$ cat config.mk
export PLATFORM = sky130hd
export DESIGN_NAME = bfla_seq
export DESIGN_NICKNAME = d
export VERILOG_FILES = /design/src/rtl/core/block_free_list_allocator_assert.svh /design/src/rtl/core/bfla_pkg.sv /design/src/rtl/core/bfla_seq.sv
export SDC_FILE = /design/constraint.sdc
export NUM_CORES = 1
export LEC_CHECK = 0
export ABC_AREA = 1
export BUFFER_PORTS_ARGS = -buffer_cell sky130_fd_sc_hd__buf_2
export CAP_MARGIN = 30
export CORE_ASPECT_RATIO = 0.5
export CORE_MARGIN = 10
export CORE_UTILIZATION = 52
export CTS_BUF_LIST = sky130_fd_sc_hd__clkbuf_8
export CTS_CLUSTER_SIZE = 24
export DETAILED_ROUTE_END_ITERATION = 10
export PLACE_DENSITY = 0.79
export SKIP_LAST_GASP = 1
export SLEW_MARGIN = 20
export SYNTH_ARGS = -nofsm -noshare
export SYNTH_HDL_FRONTEND = slang
export SYNTH_SLANG_ARGS = --single-unit
$ cat constraint.sdc
create_clock -name clock -period 3.1 [get_ports clock]
set_clock_uncertainty 0.15 [all_clocks]
set_input_delay 0.155 -clock clock [delete_from_list [all_inputs] [get_ports clock]]
set_output_delay 0.155 -clock clock [all_outputs]
set_load 0.05 [all_outputs]
$ cat src/rtl/core/block_free_list_allocator_assert.svh
// Assertion macros shared by the free list allocator RTL.
`ifndef BLOCK_FREE_LIST_ALLOCATOR_ASSERT_SVH
`define BLOCK_FREE_LIST_ALLOCATOR_ASSERT_SVH

// Checks that the consequent holds in the same cycle as the antecedent.
`define BFLA_ASSERT_NOW(label, ante, cons, msg) \
   label: assert property (@(posedge clock) disable iff (reset) (ante) |-> (cons)) \
      else $error(msg);

// Checks that the consequent holds in the cycle after the antecedent.
`define BFLA_ASSERT_NEXT(label, ante, cons, msg) \
   label: assert property (@(posedge clock) disable iff (reset) (ante) |=> (cons)) \
      else $error(msg);

`endif

$ cat src/rtl/core/bfla_pkg.sv
// Shared types and codes of the free list allocator.
package bfla_pkg;

   // Operation codes carried in the request word.
   typedef enum logic [1:0] {
      FN_ALLOC      = 2'd0,
      FN_FREE_ONE   = 2'd1,
      FN_FREE_CHAIN = 2'd2,
      FN_SET_LINK   = 2'd3
   } fn_type;

   // Status codes returned in the response word.
   typedef enum logic [1:0] {
      ST_OK       = 2'd0,
      ST_NO_BLOCK = 2'd1,
      ST_TOO_LONG = 2'd2
   } st_type;

   // Sequencer states.
   typedef enum logic [2:0] {
      S_IDLE,
      S_DISPATCH,
      S_ALLOC_POP,
      S_FREE_TAIL,
      S_WALK,
      S_RESP
   } state_type;

   // Control strobes from the sequencer to the link memory.
   typedef struct packed {
      logic rd_en;
      logic wr_en;
   } ram_ctl_type;

   // Response word as built by the sequencer.
   typedef struct packed {
      logic [9:0] given_block;
      st_type     status;
      logic       list_empty;
   } rsp_type;

endpackage

$ cat src/rtl/core/bfla_seq.sv
// Sequencer and list registers: runs one operation at a time through its states.
module bfla_seq import bfla_pkg::*; #(
   parameter int NUM_BLOCKS = 1024
) (
   input  logic                          clock,
   input  logic                          reset,
   input  logic                          start,
   input  fn_type                        op_func,
   input  logic [$clog2(NUM_BLOCKS)-1:0] op_blk,
   input  logic                          op_blk_none,
   input  logic [$clog2(NUM_BLOCKS)-1:0] op_nref,
   input  logic                          op_nref_none,
   input  logic                          slot_free,
   output logic                          busy,
   output logic                          load,
   output rsp_type                       rsp,
   output ram_ctl_type                   ram_ctl,
   output logic [$clog2(NUM_BLOCKS)-1:0] rd_addr,
   output logic [$clog2(NUM_BLOCKS)-1:0] wr_addr,
   output logic [$clog2(NUM_BLOCKS):0]   wr_data,
   input  logic [$clog2(NUM_BLOCKS):0]   rd_data
);

   localparam int BW = $clog2(NUM_BLOCKS);
   localparam logic [BW:0]   NONE_PTR   = {1'b1, {BW{1'b0}}};
   localparam logic [BW-1:0] STEP_LIMIT = BW'(NUM_BLOCKS - 1);

   state_type     state_ff, state_in;
   logic [BW:0]   front_ff, front_in;
   logic [BW:0]   end_ff, end_in;
   logic [BW-1:0] cur_ff, cur_in;
   logic [BW-1:0] steps_ff, steps_in;
   logic [BW-1:0] given_ff, given_in;
   st_type        status_ff, status_in;
   logic          single;
   logic          walk_last;
   logic          walk_limit;

   // The list holds one block when front and end name the same block.
   assign single = !end_ff[BW] && (end_ff[BW-1:0] == front_ff[BW-1:0]);

   // The walk ends at a block without successor or when the step budget is spent.
   assign walk_last  = rd_data[BW];
   assign walk_limit = (steps_ff == STEP_LIMIT);

   // Next state.
   always_comb begin
      state_in = state_ff;
      unique case (state_ff)
         S_IDLE: begin
            if (start) begin
               state_in = S_DISPATCH;
            end
         end
         S_DISPATCH: begin
            state_in = S_RESP;
            unique case (op_func)
               FN_ALLOC: begin
                  if (!front_ff[BW] && !single) begin
                     state_in = S_ALLOC_POP;
                  end
               end
               FN_FREE_ONE: begin
                  if (!op_blk_none) begin
                     state_in = S_FREE_TAIL;
                  end
               end
               FN_FREE_CHAIN: begin
                  if (!op_blk_none) begin
                     state_in = S_WALK;
                  end
               end
               FN_SET_LINK: begin
                  state_in = S_RESP;
               end
               default: begin
                  state_in = S_RESP;
               end
            endcase
         end
         S_ALLOC_POP: begin
            state_in = S_RESP;
         end
         S_FREE_TAIL: begin
            state_in = S_RESP;
         end
         S_WALK: begin
            if (walk_last || walk_limit) begin
               state_in = S_RESP;
            end
         end
         S_RESP: begin
            if (slot_free) begin
               state_in = S_IDLE;
            end
         end
         default: begin
            state_in = S_IDLE;
         end
      endcase
   end

   // Memory strobes and register updates for each state.
   always_comb begin
      front_in  = front_ff;
      end_in    = end_ff;
      cur_in    = cur_ff;
      steps_in  = steps_ff;
      given_in  = given_ff;
      status_in = status_ff;
      ram_ctl   = '0;
      rd_addr   = op_blk;
      wr_addr   = op_blk;
      wr_data   = NONE_PTR;
      load      = 1'b0;
      unique case (state_ff)
         S_IDLE: begin
            load = 1'b0;
         end
         S_DISPATCH: begin
            given_in  = '0;
            status_in = ST_OK;
            unique case (op_func)
               FN_ALLOC: begin
                  if (front_ff[BW]) begin
                     status_in = ST_NO_BLOCK;
                  end else begin
                     given_in = front_ff[BW-1:0];
                     if (single) begin
                        // Last block leaves: both ends become empty.
                        front_in       = NONE_PTR;
                        end_in         = NONE_PTR;
                        ram_ctl.wr_en  = 1'b1;
                        wr_addr        = front_ff[BW-1:0];
                        wr_data        = NONE_PTR;
                     end else begin
                        ram_ctl.rd_en = 1'b1;
                        rd_addr       = front_ff[BW-1:0];
                     end
                  end
               end
               FN_FREE_ONE: begin
                  if (!op_blk_none) begin
                     // Append after the current end, or start a new list.
                     if (front_ff[BW]) begin
                        front_in = {1'b0, op_blk};
                     end else begin
                        ram_ctl.wr_en = 1'b1;
                        wr_addr       = end_ff[BW-1:0];
                        wr_data       = {1'b0, op_blk};
                     end
                     end_in = {1'b0, op_blk};
                  end
               end
               FN_FREE_CHAIN: begin
                  if (!op_blk_none) begin
                     ram_ctl.rd_en = 1'b1;
                     rd_addr       = op_blk;
                     cur_in        = op_blk;
                     steps_in      = '0;
                  end
               end
               FN_SET_LINK: begin
                  if (!op_blk_none) begin
                     ram_ctl.wr_en = 1'b1;
                     wr_addr       = op_blk;
                     wr_data       = op_nref_none ? NONE_PTR : {1'b0, op_nref};
                  end
               end
               default: begin
                  status_in = ST_OK;
               end
            endcase
         end
         S_ALLOC_POP: begin
            // The successor of the old front becomes the new front.
            front_in      = rd_data;
            ram_ctl.wr_en = 1'b1;
            wr_addr       = given_ff;
            wr_data       = NONE_PTR;
         end
         S_FREE_TAIL: begin
            ram_ctl.wr_en = 1'b1;
            wr_addr       = op_blk;
            wr_data       = NONE_PTR;
         end
         S_WALK: begin
            if (walk_last) begin
               // Tail found: splice the whole chain onto the list end.
               if (front_ff[BW]) begin
                  front_in = {1'b0, op_blk};
               end else begin
                  ram_ctl.wr_en = 1'b1;
                  wr_addr       = end_ff[BW-1:0];
                  wr_data       = {1'b0, op_blk};
               end
               end_in = {1'b0, cur_ff};
            end else if (walk_limit) begin
               status_in = ST_TOO_LONG;
            end else begin
               // Follow the link and fetch the next entry in the same cycle.
               cur_in        = rd_data[BW-1:0];
               steps_in      = steps_ff + 1'b1;
               ram_ctl.rd_en = 1'b1;
               rd_addr       = rd_data[BW-1:0];
            end
         end
         S_RESP: begin
            load = slot_free;
         end
         default: begin
            load = 1'b0;
         end
      endcase
   end

   // Control registers and list ends.
   always_ff @(posedge clock) begin
      if (reset) begin
         state_ff <= S_IDLE;
         front_ff <= NONE_PTR;
         end_ff   <= NONE_PTR;
      end else begin
         state_ff <= state_in;
         front_ff <= front_in;
         end_ff   <= end_in;
      end
   end

   // Walk and result payload registers.
   always_ff @(posedge clock) begin
      cur_ff    <= cur_in;
      steps_ff  <= steps_in;
      given_ff  <= given_in;
      status_ff <= status_in;
   end

   assign busy            = (state_ff != S_IDLE);
   assign rsp.given_block = 10'(given_ff);
   assign rsp.status      = status_ff;
   assign rsp.list_empty  = front_ff[BW];

endmodule

==> results.sh <==
export IMPL_worst_endpoint_required_ns=2.79
export IMPL_cp_depth=12
export IMPL_cells_along_the_critical_path="inv_1 -> nor2_1 -> nor2_1 -> nand3_1 -> nor2_1 -> nand2_1 -> nand2_1 -> buf_4 -> nand2_1 -> o211ai_1 -> nand3_1 -> buf_2"
export IMPL_critPathCapture="rd_addr[2]"
export IMPL_synth_top_cell_area_share_pct=22.3
export IMPL_synthDominantAreaCellType="sky130_fd_sc_hd__edfxtp_1"
export IMPL_dieArea_um2=12500
export IMPL_critPathArrivalTime_ns=2.58
export IMPL_core_area_um2=8030
export IMPL_fill_cells=758
export IMPL_drc=0
export IMPL_track_usage_pct=24.1
export IMPL_maxCapViolCount=0
export IMPL_dp_cells=853
export IMPL_vias_per_cell=5.91
export IMPL_cts_buffers=9
export IMPL_cts_num_sinks=57
export IMPL_clkTransAtPathRegs_ns=0.07
export IMPL_initial_core_utilization_pct=53.6
export IMPL_grt_first_pass_wirelength_mm=24.3
export IMPL_outcome="completed"
export IMPL_placement_setup_worst_slack_ns=0.417
export IMPL_cpPeakStageDelay_ns=0.35
export IMPL_multiInputGateArea_um2=2440
export IMPL_syn_mean_instance_area_um2=6.35
export IMPL_vdd_ir_drop_worst_uv=539
export IMPL_critPathLaunchType="flop"
export IMPL_clock_fmax_ghz=0.347
export IMPL_worst_slack_ns=0.219
export IMPL_critPathKind="flop to output port"
export IMPL_syn_nets=718
export IMPL_clkLatencyLatePin_ns=0.36
export IMPL_cts_tree="yes"
export IMPL_syn2layout_area_growth_pct=18.5
export IMPL_rr_endpoint="end_ff[9]"
export IMPL_p_leak_nw=2.31
export IMPL_final_period_utilization_pct=92.9
export IMPL_dpl_hpwl_mm=11.5
export IMPL_drt_antenna_violating_nets=0
export IMPL_totalNegativeSetupSlack_ns=0
export IMPL_r2r_slack_ns=0.29
export IMPL_reg2reg_from="state_ff[1]"
export IMPL_ranking_of_synthesized_cells_by_area="sky130_fd_sc_hd__edfxtp_1 (22%), sky130_fd_sc_hd__nand2_1 (14%), sky130_fd_sc_hd__dfxtp_1 (12%)"
export IMPL_cts_path_max_buffers=2
export IMPL_worst_setup_path_end_kind="output port"
export IMPL_grt_start_max_net_pins=27
export IMPL_slew_limit_headroom_pct=43.8
export IMPL_grt_antenna_before_repair=0
export IMPL_yosys_warnings=0
export IMPL_routedWlPerCell_um=18.0
export IMPL_route_vias_total=5180
export IMPL_finalHoldViolations=0
export IMPL_wp_buf_inv=3
export IMPL_cts_max_level=3
export IMPL_fp_dieH_um=84.3
export IMPL_syn_inst=678
export IMPL_path_max_fanout=24
export IMPL_drt_initial_drc_count=751
export IMPL_tightest_slew_ns=0.843
export IMPL_min_path_type="input port to flop"
export IMPL_critPathLaunch="front_ff[9]"
export IMPL_buffer_ports_inserted=86
export IMPL_yosysSeqAreaShare_pct=33.9
export IMPL_yosys_register_bits=57
export IMPL_final_instance_count_excl_fill=877
export IMPL_syn_cell_area_um2=4310
export IMPL_drive_above_1_share_pct=17.5
export IMPL_critical_path_slowest_cell="sky130_fd_sc_hd__nor2_1"
export IMPL_clk_tree_root_cell="sky130_fd_sc_hd__clkbuf_8"
export IMPL_final_count_of_pins_violating_max_slew=0
export IMPL_routabilityCongestion=1.00
export IMPL_wl_mm=15.8
export IMPL_via_count_of_the_first_global_routing_pass=4495
export IMPL_rr_worst_depth=10
export IMPL_seqCellArea_um2=1460
export IMPL_grt_setup_unrepaired="false"
export IMPL_gr_total_overflow=0
export IMPL_layout_nets=800
export IMPL_setup_viol=0
export IMPL_yosysUniqueCellTypes=34
export IMPL_ioPinCount=87
export IMPL_first_pass_iters=6
export IMPL_p_per_area_nw_per_um2=1060
export IMPL_num_rows=23
export IMPL_minimum_period_implied_by_the_final_worst_setup_slack_ns=2.88
export IMPL_chipWidth_um=149
export IMPL_critical_path_top_delay_family="simple AND/OR/NAND/NOR gates"
export IMPL_antenna_diode_count=0
## metal layers
layer	wire (um)	vias up	GRT usage [%]
met5	0	-	0
met4	374	0	7.60
met3	2670	42	10.3
met2	6170	398	32.8
met1	6580	2292	33.2
li1	-	2448	-
## flip-flops by register name, indices dropped and copies added, names as in the netlist
signal	count
state_ff	3
cur_ff	10
steps_ff	10
status_ff	2
front_ff	11
end_ff	11
given_ff	10
## what timing repair did
item	4_1_cts	5_1_grt
resized for setup	0	2
setup endpoints to repair	0	13
hold endpoints to repair	11	0
hold buffers	8	0
buffers inserted	0	0
## cell usage after synthesis
| cell | instances |
|---|---|
| sky130_fd_sc_hd__o311ai_0 | 1 |
| sky130_fd_sc_hd__inv_2 | 5 |
| sky130_fd_sc_hd__a211oi_1 | 2 |
| sky130_fd_sc_hd__xnor2_1 | 3 |
| sky130_fd_sc_hd__o21ai_1 | 1 |
| sky130_fd_sc_hd__ha_1 | 1 |
| sky130_fd_sc_hd__nor3_1 | 4 |
| sky130_fd_sc_hd__nand2_2 | 1 |
| sky130_fd_sc_hd__buf_1 | 4 |
| sky130_fd_sc_hd__clkbuf_1 | 25 |
| sky130_fd_sc_hd__o211ai_1 | 8 |
| sky130_fd_sc_hd__a21oi_1 | 54 |
| sky130_fd_sc_hd__nand3_1 | 57 |
| sky130_fd_sc_hd__clkbuf_2 | 1 |
| sky130_fd_sc_hd__nor3_4 | 1 |
| sky130_fd_sc_hd__clkinv_1 | 2 |
| sky130_fd_sc_hd__o21a_1 | 1 |
| sky130_fd_sc_hd__nor2_2 | 4 |
| sky130_fd_sc_hd__edfxtp_1 | 32 |
| sky130_fd_sc_hd__nor2_1 | 100 |
| sky130_fd_sc_hd__a31oi_1 | 1 |
| sky130_fd_sc_hd__buf_2 | 8 |
| sky130_fd_sc_hd__nand4_1 | 11 |
| sky130_fd_sc_hd__o22ai_1 | 20 |
| sky130_fd_sc_hd__o21bai_1 | 10 |
| sky130_fd_sc_hd__buf_4 | 1 |
| sky130_fd_sc_hd__nand2_1 | 164 |
| sky130_fd_sc_hd__or2_2 | 1 |
| sky130_fd_sc_hd__inv_1 | 60 |
| sky130_fd_sc_hd__a31oi_4 | 1 |
| sky130_fd_sc_hd__and3_1 | 1 |
| sky130_fd_sc_hd__a22oi_1 | 13 |
| sky130_fd_sc_hd__dfxtp_1 | 25 |
| sky130_fd_sc_hd__o21ai_0 | 55 |
## where the power goes
part	total (mW)	leakage [nW]	internal (mW)	switching [mW]
sequential	1.45	0.513	1.18	0.272
clock	0.650	0.0858	0.294	0.356
combinational	3.33	1.72	0.867	2.46
## logic make-up (layout without fill, tap and decap cells)
family | Yosys count | count (layout) | share of synthesized area, %
xor gates and xnor gates | 3 | 3 | 0.610
AOI/OAI and AO/OA | 167 | 167 | 22.5
DFF | 57 | 57 | 33.9
adders and majority gates | 1 | 1 | 0.291
and+or+nand+nor | 344 | 344 | 33.1
buffers and inverters | 106 | 193 | 9.59
## how the worst min path moves through the flow
stage | from | endpoint | slack [ns] | cells after the start
final | rd_data[9] | front_ff[9] | 0.05 | 5
after global placement | reset | state_ff[0] | 0.28 | 2
after global routing | op_blk[4] | cur_ff[4] | 0.08 | 3
after CTS | op_blk[4] | cur_ff[4] | 0.04 | 3
after floorplan | reset | state_ff[0] | 0.07 | 1
after detailed placement | reset | state_ff[0] | 0.27 | 2
## metrics by stage
step	total power [mW]	hold slack [ns]	cell area, um2	utilization (%)
4_1_cts	5.33	0.0376	5100	63.5
2_1_floorplan	3.84	0.0741	4310	-
3_5_place_dp	4.67	0.271	4840	60.3
3_3_place_gp	4.62	0.275	4840	60.3
6_report	5.43	0.0541	5100	63.6
5_1_grt	5.75	0.0825	5100	63.6
## cells in the final DEF (no fill, tap or decap)
master | synthesis | layout
sky130_fd_sc_hd__a211oi_1 | 2 | 1
sky130_fd_sc_hd__a211oi_2 | 0 | 1
sky130_fd_sc_hd__a21oi_1 | 54 | 54
sky130_fd_sc_hd__a22oi_1 | 13 | 13
sky130_fd_sc_hd__a31oi_1 | 1 | 1
sky130_fd_sc_hd__a31oi_4 | 1 | 1
sky130_fd_sc_hd__and3_1 | 1 | 1
sky130_fd_sc_hd__buf_2 | 8 | 86
sky130_fd_sc_hd__buf_4 | 1 | 16
sky130_fd_sc_hd__clkbuf_8 | 0 | 9
sky130_fd_sc_hd__clkinv_1 | 2 | 2
sky130_fd_sc_hd__clkinv_2 | 0 | 1
sky130_fd_sc_hd__clkinv_4 | 0 | 3
sky130_fd_sc_hd__clkinvlp_4 | 0 | 2
sky130_fd_sc_hd__dfxtp_1 | 25 | 25
sky130_fd_sc_hd__dlygate4sd3_1 | 0 | 8
sky130_fd_sc_hd__edfxtp_1 | 32 | 32
sky130_fd_sc_hd__ha_1 | 1 | 1
sky130_fd_sc_hd__inv_1 | 60 | 60
sky130_fd_sc_hd__inv_2 | 5 | 5
sky130_fd_sc_hd__inv_6 | 0 | 1
sky130_fd_sc_hd__nand2_1 | 164 | 163
sky130_fd_sc_hd__nand2_2 | 1 | 2
sky130_fd_sc_hd__nand3_1 | 57 | 57
sky130_fd_sc_hd__nand4_1 | 11 | 11
sky130_fd_sc_hd__nor2_1 | 100 | 99
sky130_fd_sc_hd__nor2_2 | 4 | 5
sky130_fd_sc_hd__nor3_1 | 4 | 4
sky130_fd_sc_hd__nor3_4 | 1 | 1
sky130_fd_sc_hd__o211ai_1 | 8 | 8
sky130_fd_sc_hd__o21a_1 | 1 | 1
sky130_fd_sc_hd__o21ai_0 | 55 | 55
sky130_fd_sc_hd__o21ai_1 | 1 | 1
sky130_fd_sc_hd__o21bai_1 | 10 | 10
sky130_fd_sc_hd__o22ai_1 | 20 | 20
sky130_fd_sc_hd__o311ai_0 | 1 | 1
sky130_fd_sc_hd__or2_2 | 1 | 1
sky130_fd_sc_hd__xnor2_1 | 3 | 3
## worst reg2reg max path: cells and delay by family, from the launching register on
family	cells	cell delay [ns]
and+or+nand+nor	7	1.44
AOI/OAI and AO/OA	1	0.23
buffers and inverters	2	0.54
DFF	1	0.35
## final cells by class
type / instances / share of cell area (%)
Clock buffer: 9 / 2.43
Clock inverter: 7 / 1.08
Timing Repair Buffer: 110 / 12.4
Inverter: 67 / 4.93
Tap cell: 112 / 2.75
Sequential cell: 57 / 28.6
Multi-Input combinational cell: 515 / 47.8
No activity file was read; power rests on OpenSTA's default activity.
